<file path="config.mk">
export PLATFORM = sky130hd
export DESIGN_NAME = slot_table_ordinal_access_core
export DESIGN_NICKNAME = d
export VERILOG_FILES = /design/src/stoa_pkg.sv /design/src/slot_table_ordinal_access_core.sv /design/src/stoa_scan.sv /design/src/stoa_mem.sv
export SDC_FILE = /design/constraint.sdc
export NUM_CORES = 2
export LEC_CHECK = 0
export ABC_AREA = 1
export BUFFER_PORTS_ARGS = -buffer_cell sky130_fd_sc_hd__buf_2
export CAP_MARGIN = 20
export CELL_PAD_IN_SITES_DETAIL_PLACEMENT = 1
export CELL_PAD_IN_SITES_GLOBAL_PLACEMENT = 1
export CORE_MARGIN = 4
export CORE_UTILIZATION = 50
export CTS_BUF_LIST = sky130_fd_sc_hd__clkbuf_8
export CTS_CLUSTER_SIZE = 14
export DETAILED_ROUTE_END_ITERATION = 16
export GPL_ROUTABILITY_DRIVEN = 1
export HOLD_SLACK_MARGIN = 0.06
export PLACE_DENSITY_LB_ADDON = 0.15
export SYNTH_ARGS = -nofsm -noshare
export SYNTH_HDL_FRONTEND = slang
export SYNTH_SLANG_ARGS = --single-unit
</file>
<file path="constraint.sdc">
create_clock -name clk_i -period 4.2 [get_ports clk_i]
set_clock_uncertainty 0.1 [all_clocks]
set_input_delay 0.21 -clock clk_i [delete_from_list [all_inputs] [get_ports clk_i]]
set_output_delay 0.21 -clock clk_i [all_outputs]
set_load 0.05 [all_outputs]
</file>
<file path="src/stoa_pkg.sv">
package stoa_pkg;

  localparam int unsigned SLOTS      = 64;
  localparam int unsigned VALUE_BITS = 32;
  localparam int unsigned IDX_W      = $clog2(SLOTS);
  localparam int unsigned CNT_W      = $clog2(SLOTS + 1);

  localparam logic [1:0] ACT_APPEND = 2'd0;
  localparam logic [1:0] ACT_REMOVE = 2'd1;
  localparam logic [1:0] ACT_FIND   = 2'd2;

  localparam logic [1:0] ST_OK        = 2'd0;
  localparam logic [1:0] ST_FULL      = 2'd1;
  localparam logic [1:0] ST_NOT_FOUND = 2'd2;

  typedef struct packed {
    logic [1:0]            action;
    logic [VALUE_BITS-1:0] entry_value;
    logic [IDX_W-1:0]      ordinal;
  } stoa_in_t;

  typedef struct packed {
    logic [1:0]            status;
    logic [IDX_W-1:0]      slot_index;
    logic [VALUE_BITS-1:0] found_value;
    logic [CNT_W-1:0]      occupied_count;
  } stoa_out_t;

  typedef struct packed {
    logic             start;
    logic             find_free;
    logic [IDX_W-1:0] ordinal;
  } stoa_scan_ctrl_t;

  typedef struct packed {
    logic             hit;
    logic             miss;
    logic [IDX_W-1:0] idx;
  } stoa_scan_stat_t;

  typedef enum logic [1:0] {
    S_IDLE,
    S_SCAN,
    S_READ,
    S_RESP
  } stoa_state_e;

endpackage

</file>
<file path="src/slot_table_ordinal_access_core.sv">
// Slot table of 64 data words with an occupied mark each. An append stores its
// value in the lowest free slot; remove and find select the n-th occupied slot in
// slot order. One beat is handled at a time: a scanner walks the occupied marks one
// slot per cycle, up to the target slot or, on a miss (full table or ordinal beyond
// occupancy), to the last slot; an unused action code skips the scan. The value
// memory is accessed at most once per operation, with a registered read on find
// and remove. A finished result waits in an output register, so the next beat is
// taken while it is still unread.
module slot_table_ordinal_access_core (
  input  logic                 clk_i,
  input  logic                 rst_ni,
  input  logic                 in_valid_i,
  output logic                 in_ready_o,
  input  stoa_pkg::stoa_in_t   in_data_i,
  output logic                 out_valid_o,
  input  logic                 out_ready_i,
  output stoa_pkg::stoa_out_t  out_data_o
);
  import stoa_pkg::*;

  stoa_state_e      state_q, state_d;
  logic [SLOTS-1:0] occ_q, occ_d;
  logic [CNT_W-1:0] count_q, count_d;
  logic             out_valid_q, out_valid_d;
  stoa_in_t         req_q, req_d;
  stoa_out_t        res_q, res_d;
  stoa_out_t        out_data_q, out_data_d;

  stoa_scan_ctrl_t       scan_ctrl;
  stoa_scan_stat_t       scan_stat;
  logic                  mem_we;
  logic                  mem_re;
  logic [IDX_W-1:0]      mem_addr;
  logic [VALUE_BITS-1:0] mem_rdata;
  logic                  in_fire;

  assign in_fire = in_valid_i && (state_q == S_IDLE);

  stoa_scan u_scan (
    .clk_i  (clk_i),
    .rst_ni (rst_ni),
    .ctrl_i (scan_ctrl),
    .occ_i  (occ_q),
    .stat_o (scan_stat)
  );

  stoa_mem u_mem (
    .clk_i   (clk_i),
    .we_i    (mem_we),
    .re_i    (mem_re),
    .addr_i  (mem_addr),
    .wdata_i (req_q.entry_value),
    .rdata_o (mem_rdata)
  );

  always_comb begin
    state_d     = state_q;
    occ_d       = occ_q;
    count_d     = count_q;
    out_valid_d = out_valid_q;
    req_d       = req_q;
    res_d       = res_q;
    out_data_d  = out_data_q;
    mem_we      = 1'b0;
    mem_re      = 1'b0;
    mem_addr    = scan_stat.idx;

    scan_ctrl.start     = 1'b0;
    scan_ctrl.find_free = (req_q.action == ACT_APPEND);
    scan_ctrl.ordinal   = req_q.ordinal;

    if (out_valid_q && out_ready_i) begin
      out_valid_d = 1'b0;
    end

    case (state_q)
      S_IDLE: begin
        if (in_fire) begin
          req_d        = in_data_i;
          res_d        = '0;
          res_d.status = ST_OK;
          case (in_data_i.action)
            ACT_APPEND, ACT_REMOVE, ACT_FIND: begin
              scan_ctrl.start = 1'b1;
              state_d         = S_SCAN;
            end
            default: begin
              state_d = S_RESP;
            end
          endcase
        end
      end
      S_SCAN: begin
        if (scan_stat.miss) begin
          res_d.status = (req_q.action == ACT_APPEND) ? ST_FULL : ST_NOT_FOUND;
          state_d      = S_RESP;
        end else if (scan_stat.hit) begin
          res_d.slot_index = scan_stat.idx;
          if (req_q.action == ACT_APPEND) begin
            mem_we                = 1'b1;
            occ_d[scan_stat.idx]  = 1'b1;
            count_d               = count_q + CNT_W'(1);
            state_d               = S_RESP;
          end else begin
            mem_re  = 1'b1;
            state_d = S_READ;
          end
        end
      end
      S_READ: begin
        res_d.found_value = mem_rdata;
        if (req_q.action == ACT_REMOVE) begin
          occ_d[res_q.slot_index] = 1'b0;
          count_d                 = count_q - CNT_W'(1);
        end
        state_d = S_RESP;
      end
      S_RESP: begin
        // The count has already settled, so it is taken here.
        if (!out_valid_q || out_ready_i) begin
          out_data_d                = res_q;
          out_data_d.occupied_count = count_q;
          out_valid_d               = 1'b1;
          state_d                   = S_IDLE;
        end
      end
      default: begin
        state_d = S_IDLE;
      end
    endcase
  end

  always_ff @(posedge clk_i or negedge rst_ni) begin
    if (!rst_ni) begin
      state_q     <= S_IDLE;
      occ_q       <= '0;
      count_q     <= '0;
      out_valid_q <= 1'b0;
    end else begin
      state_q     <= state_d;
      occ_q       <= occ_d;
      count_q     <= count_d;
      out_valid_q <= out_valid_d;
    end
  end

  always_ff @(posedge clk_i) begin
    req_q      <= req_d;
    res_q      <= res_d;
    out_data_q <= out_data_d;
  end

  assign in_ready_o  = (state_q == S_IDLE);
  assign out_valid_o = out_valid_q;
  assign out_data_o  = out_data_q;

  a_count_matches_marks: assert property (@(posedge clk_i) disable iff (!rst_ni)
    32'(count_q) == 32'($countones(occ_q)))
    else $error("occupied count differs from the number of occupied marks");

  a_scan_result_in_scan: assert property (@(posedge clk_i) disable iff (!rst_ni)
    (scan_stat.hit || scan_stat.miss) |-> (state_q == S_SCAN))
    else $error("scanner reported outside the scan state");

  a_scan_exclusive: assert property (@(posedge clk_i) disable iff (!rst_ni)
    !(scan_stat.hit && scan_stat.miss))
    else $error("scanner reported hit and miss together");

  a_result_held: assert property (@(posedge clk_i) disable iff (!rst_ni)
    (state_q == S_RESP && out_valid_q && !out_ready_i) |=> (state_q == S_RESP))
    else $error("result left the response state while the output register was full");

endmodule

</file>
<file path="src/stoa_scan.sv">
module stoa_scan (
  input  logic                          clk_i,
  input  logic                          rst_ni,
  input  stoa_pkg::stoa_scan_ctrl_t     ctrl_i,
  input  logic [stoa_pkg::SLOTS-1:0]    occ_i,
  output stoa_pkg::stoa_scan_stat_t     stat_o
);
  import stoa_pkg::*;

  logic             busy_q, busy_d;
  logic [IDX_W-1:0] idx_q, idx_d;
  logic [CNT_W-1:0] seen_q, seen_d;
  logic             hit_q, hit_d;
  logic             miss_q, miss_d;
  logic [IDX_W-1:0] hit_idx_q, hit_idx_d;
  logic             mark;
  logic             match;
  logic             last;

  // One slot mark is examined per cycle; seen_q counts the occupied slots
  // passed so far, so the n-th occupied slot, counting from zero, is the one met with seen_q == n.
  always_comb begin
    mark      = occ_i[idx_q];
    last      = (idx_q == IDX_W'(SLOTS - 1));
    match     = busy_q && (ctrl_i.find_free ? !mark
                                            : (mark && (seen_q == CNT_W'(ctrl_i.ordinal))));
    busy_d    = busy_q;
    idx_d     = idx_q;
    seen_d    = seen_q;
    hit_d     = 1'b0;
    miss_d    = 1'b0;
    hit_idx_d = hit_idx_q;
    if (ctrl_i.start) begin
      busy_d = 1'b1;
      idx_d  = '0;
      seen_d = '0;
    end else if (busy_q) begin
      if (match) begin
        busy_d    = 1'b0;
        hit_d     = 1'b1;
        hit_idx_d = idx_q;
      end else if (last) begin
        busy_d = 1'b0;
        miss_d = 1'b1;
      end else begin
        idx_d  = idx_q + IDX_W'(1);
        seen_d = seen_q + CNT_W'(mark);
      end
    end
  end

  always_ff @(posedge clk_i or negedge rst_ni) begin
    if (!rst_ni) begin
      busy_q <= 1'b0;
      idx_q  <= '0;
      seen_q <= '0;
      hit_q  <= 1'b0;
      miss_q <= 1'b0;
    end else begin
      busy_q <= busy_d;
      idx_q  <= idx_d;
      seen_q <= seen_d;
      hit_q  <= hit_d;
      miss_q <= miss_d;
    end
  end

  always_ff @(posedge clk_i) begin
    hit_idx_q <= hit_idx_d;
  end

  assign stat_o.hit  = hit_q;
  assign stat_o.miss = miss_q;
  assign stat_o.idx  = hit_idx_q;

endmodule

</file>
<file path="src/stoa_mem.sv">
module stoa_mem (
  input  logic                               clk_i,
  input  logic                               we_i,
  input  logic                               re_i,
  input  logic [stoa_pkg::IDX_W-1:0]         addr_i,
  input  logic [stoa_pkg::VALUE_BITS-1:0]    wdata_i,
  output logic [stoa_pkg::VALUE_BITS-1:0]    rdata_o
);
  import stoa_pkg::*;

  logic [VALUE_BITS-1:0] mem_q [SLOTS];
  logic [VALUE_BITS-1:0] rdata_q;

  always_ff @(posedge clk_i) begin
    if (we_i) begin
      mem_q[addr_i] <= wdata_i;
    end
    if (re_i) begin
      rdata_q <= mem_q[addr_i];
    end
  end

  assign rdata_o = rdata_q;

endmodule
</file>
==> reports/qor.txt <==
DIE HEIGHT = 424 microns
DR vias = 55.7k
Reg power frac = 0.478
Place WS = 0.640 ns
P_sw = 18.4 mW
Hold Crit Depth = 4
CTS Buf Count = 383
switching share of power = 0.320
Pins Over Slew Limit = 0
reg-to-reg critical path endpoint = u_mem.mem_q[54][8]
CP max FO = 25
Clk pwr share = 0.317
die area = 179000 sq um
WL final = 289 mm
io pins = 93
Nets = 6450
Synth area leaders = edfxtp_1 77%, nand2_1 6.3%, a22oi_1 2.6%, dfrtp_1 2.6%, a221oi_1 1.7%
post-synth cell types = 46
status = completed
CP bufs+invs = 6
Top delay family on crit path = buffers and inverters
r2r setup slk = 0.52 ns
placer congestion estimate = 0.896
post-synthesis adder-cell area fraction = 0.00197
IO buf count = 92
Total GRT Usage = 0.321
Tmin final = 3.68 ns
CP max stage cell = ha_1
antenna violations before repair = 23
Via-to-Cell Ratio = 6.20
reg-to-reg startpoint = state_q[1]
Clock Path Buffers = 4
async set or reset register ratio after synthesis = 0.0391
area delta synth->final = 15.4%
crit-path cells = inv_1 -> ha_1 -> inv_2 -> nor3b_1 -> inv_1 -> nor2_1 -> clkinv_2 -> buf_4 -> nor3_2 -> buf_4
Filler cells = 16.1k
endpoints failing setup = 0
leakage = 34.7 nW
worst hold margin = 0.183 ns
pin count of the biggest net entering global routing = 84
placed instance area = 92000 sq um
Yosys top cell area share = 0.769
Cell Area, Synth = 86400 sq um
WP data arrival = 4.28 ns
H-tree Lvls = 5
kind of critical path = flip-flop to flip-flop
global-route wire length before repair = 412 mm
row count = 152
vias in the first global route = 57.4k
post-route cell area = 99700 sq um
post-synth top area cell = edfxtp_1
P_int = 39.1 mW
Seq/Total Area, Yosys = 0.796
Initial Util = 0.503
DR pass1 iterations = 6
worst hold path type = primary input to flip-flop
R2R depth = 10
Worst EP required = 4.79 ns
TritonCTS clock tree = built
Fin. Hold Viols = 0
maxcap violations = 0
Mapped Cells = 5802
postcts setup bufs = 0
Post-synth EDFFs = 2213
final period utilization = 0.877
combinational fraction of design power = 0.205
DR iter-0 viols = 7876
final worst slack = 0.516 ns
Routed Antenna Nets = 0
Yosys warning count = 0
Setup TNS Final = 0 ns
DRC errors left = 0
crit path launch type = flip-flop
#FFs+latches synth = 2303
wire length per cell = 32.2 microns
simple-gate share of the synthesized area = 0.103
clock latency at the later pin of the worst-skew pair = 1.05 ns
share of cells above drive strength 1 = 0.149
Synth Area in XOR/XNOR = 0.00162
core area = 172000 sq um
CP Capture Type = flip-flop
Reg clk slew, reported paths = 0.06 ns
hold endpoint = res_q[46]
grt total ovfl = 0
Die Width = 424 microns
RSZ-0062 raised after global routing = no
Num Clock Sinks = 2303
FMAX = 271 MHz
Synth Net Count = 5859
Max-Slew Margin vs Limit = 0.294
mux contribution to synthesized area = 0
largest family of logic cells by synthesized area = simple AND/OR/NAND/NOR gates
Worst Min Path Start = in_valid_i
crit-path max cell delay = 0.51 ns
Post-CTS Resized = 0
Root Driver = clkbuf_8
Worst VDD drop = 396 uV
Synth Flop Type = edfxtp_1
post-DP HPWL = 174 mm
power per cell area = 577 nW/um^2
Avg Cell Area, Syn = 14.9 sq um
Compound-Gate Fraction of Synth Area = 0.0722
Least-Margin Pin Slew = 1.06 ns
-- cells in the mapped netlist, drive strengths merged (2+ instances only) --
cell and n:
buf 158, nor4 11, o2111ai 11, inv 247, o21ai 72, nand3 116
nand4 229, a21o 2, nand2 1452, o2111a 13, a41oi 33, ha 12
a22o 50, a21oi 105, o22ai 2, xnor2 4, nor3b 5, o31ai 6
xor2 12, edfxtp 2213, clkinv 3, o2bb2ai 17, clkbuf 151, and3 35
nor3 90, nor2 126, a32oi 2, dfrtp 90, a31oi 50, a22oi 303
a211oi 7, a221oi 170
-- layer usage --
layer / share of wire / routed length [microns] / track usage
met1: 0.39 / 113000 / 0.440
met2: 0.47 / 136000 / 0.508
met3: 0.098 / 28400 / 0.0654
met4: 0.041 / 12000 / 0.128
met5: 0.000090 / 26 / 0
-- registers in the layout, summed over array words and instances, names as in the netlist, 7 cells and up --
name and count:
u_mem.mem_q 2048, occ_q 64, out_data_o 47, req_q 40, res_q 40, u_mem.rdata_o 32
count_q 7, u_scan.seen_q 7
-- what timing repair did --
| item | CTS | global route |
|---|---|---|
| setup endpoints to repair | 0 | 0 |
| hold buffers | 86 | 0 |
| endpoints found under the hold margin | 258 | 0 |
-- placed cells by master (no fill, tap or decap), types with 18 or more instances in the layout --
master | synthesis | layout
nor3_1 | 90 | 18
clkinv_2 | 0 | 40
nand4_1 | 229 | 229
a31oi_1 | 50 | 50
and3_1 | 35 | 35
buf_4 | 3 | 295
buf_2 | 111 | 91
dlygate4sd3_1 | 0 | 85
nand2_1 | 1452 | 1452
clkinv_1 | 3 | 99
a22o_1 | 50 | 50
a22oi_1 | 303 | 303
nor2_1 | 124 | 122
nand3_1 | 112 | 108
inv_1 | 230 | 348
dfrtp_1 | 90 | 90
nor3_2 | 0 | 72
clkbuf_8 | 0 | 393
buf_12 | 0 | 40
a221oi_1 | 170 | 170
o21ai_0 | 70 | 68
edfxtp_1 | 2213 | 2213
a21oi_1 | 105 | 104
a41oi_1 | 33 | 33
-- through the flow --
| stage | util | instances | power [mW] |
|---|---|---|---|
| floorplan | - | 5802 | 33.9 |
| global route | 0.580 | 8989 | 59.6 |
| CTS | 0.580 | 8987 | 57.5 |
| global placement | 0.535 | 8229 | 39.1 |
| finish | 0.580 | 8996 | 57.5 |
| detailed placement | 0.535 | 8231 | 39.4 |
-- cell type report --
| type | count | area (sq um) | area share |
|---|---|---|---|
| well taps | 2310 | 2890 | 0.0290 |
| clock buffers | 393 | 5410 | 0.0543 |
| repair buffers | 515 | 4410 | 0.0442 |
| multi-input cells | 2940 | 15800 | 0.159 |
| diodes | 8 | 20.0 | 0.000201 |
| inverters | 250 | 1000 | 0.0100 |
| clock inverters | 277 | 1420 | 0.0143 |
| flip-flops and latches | 2303 | 68700 | 0.689 |
-- power groups by stage --
stage	logic (mW)	registers [mW]	clock network, mW
3_5_place_dp	11.5	27.9	0
5_1_grt	12.4	27.5	19.6
2_1_floorplan	5.30	28.6	0
3_3_place_gp	11.2	27.9	0
6_report	11.8	27.5	18.2
4_1_cts	11.6	27.5	18.5
-- cell families (layout without fill, tap and decap cells) --
group / count (synthesis) / in the layout
AO/OA/AOI/OAI: 845 / 845
XOR/XNOR: 16 / 16
adder cells (fa/ha/maj): 13 / 13
buffers and inverters: 559 / 1435
flip-flops: 2303 / 2303
other: 0 / 8
AND/OR/NAND/NOR: 2066 / 2066
-- how the worst max path moves through the flow --
stage               startpoint                  end  slack (ns)  cells after the start
detailed placement  state_q[1]   u_mem.mem_q[54][4]        0.64                     10
global placement    state_q[1]   u_mem.mem_q[54][4]        0.66                     10
floorplan           state_q[1]   u_mem.mem_q[20][0]       -0.18                     11
finish              state_q[1]   u_mem.mem_q[54][8]        0.52                     10
CTS                 state_q[1]  u_mem.mem_q[54][30]        0.59                     10
global route        state_q[1]   u_mem.mem_q[54][3]        0.39                     10
-- worst register-to-register path: stages, from the launching register on --
cell and delay (ns):
dfrtp_1 0.41, inv_1 0.13, ha_1 0.51, inv_2 0.15, nor3b_1 0.21, inv_1 0.14
nor2_1 0.20, clkinv_2 0.39, buf_4 0.43, nor3_2 0.22, buf_4 0.45
(Power assumes the default switching activity.)
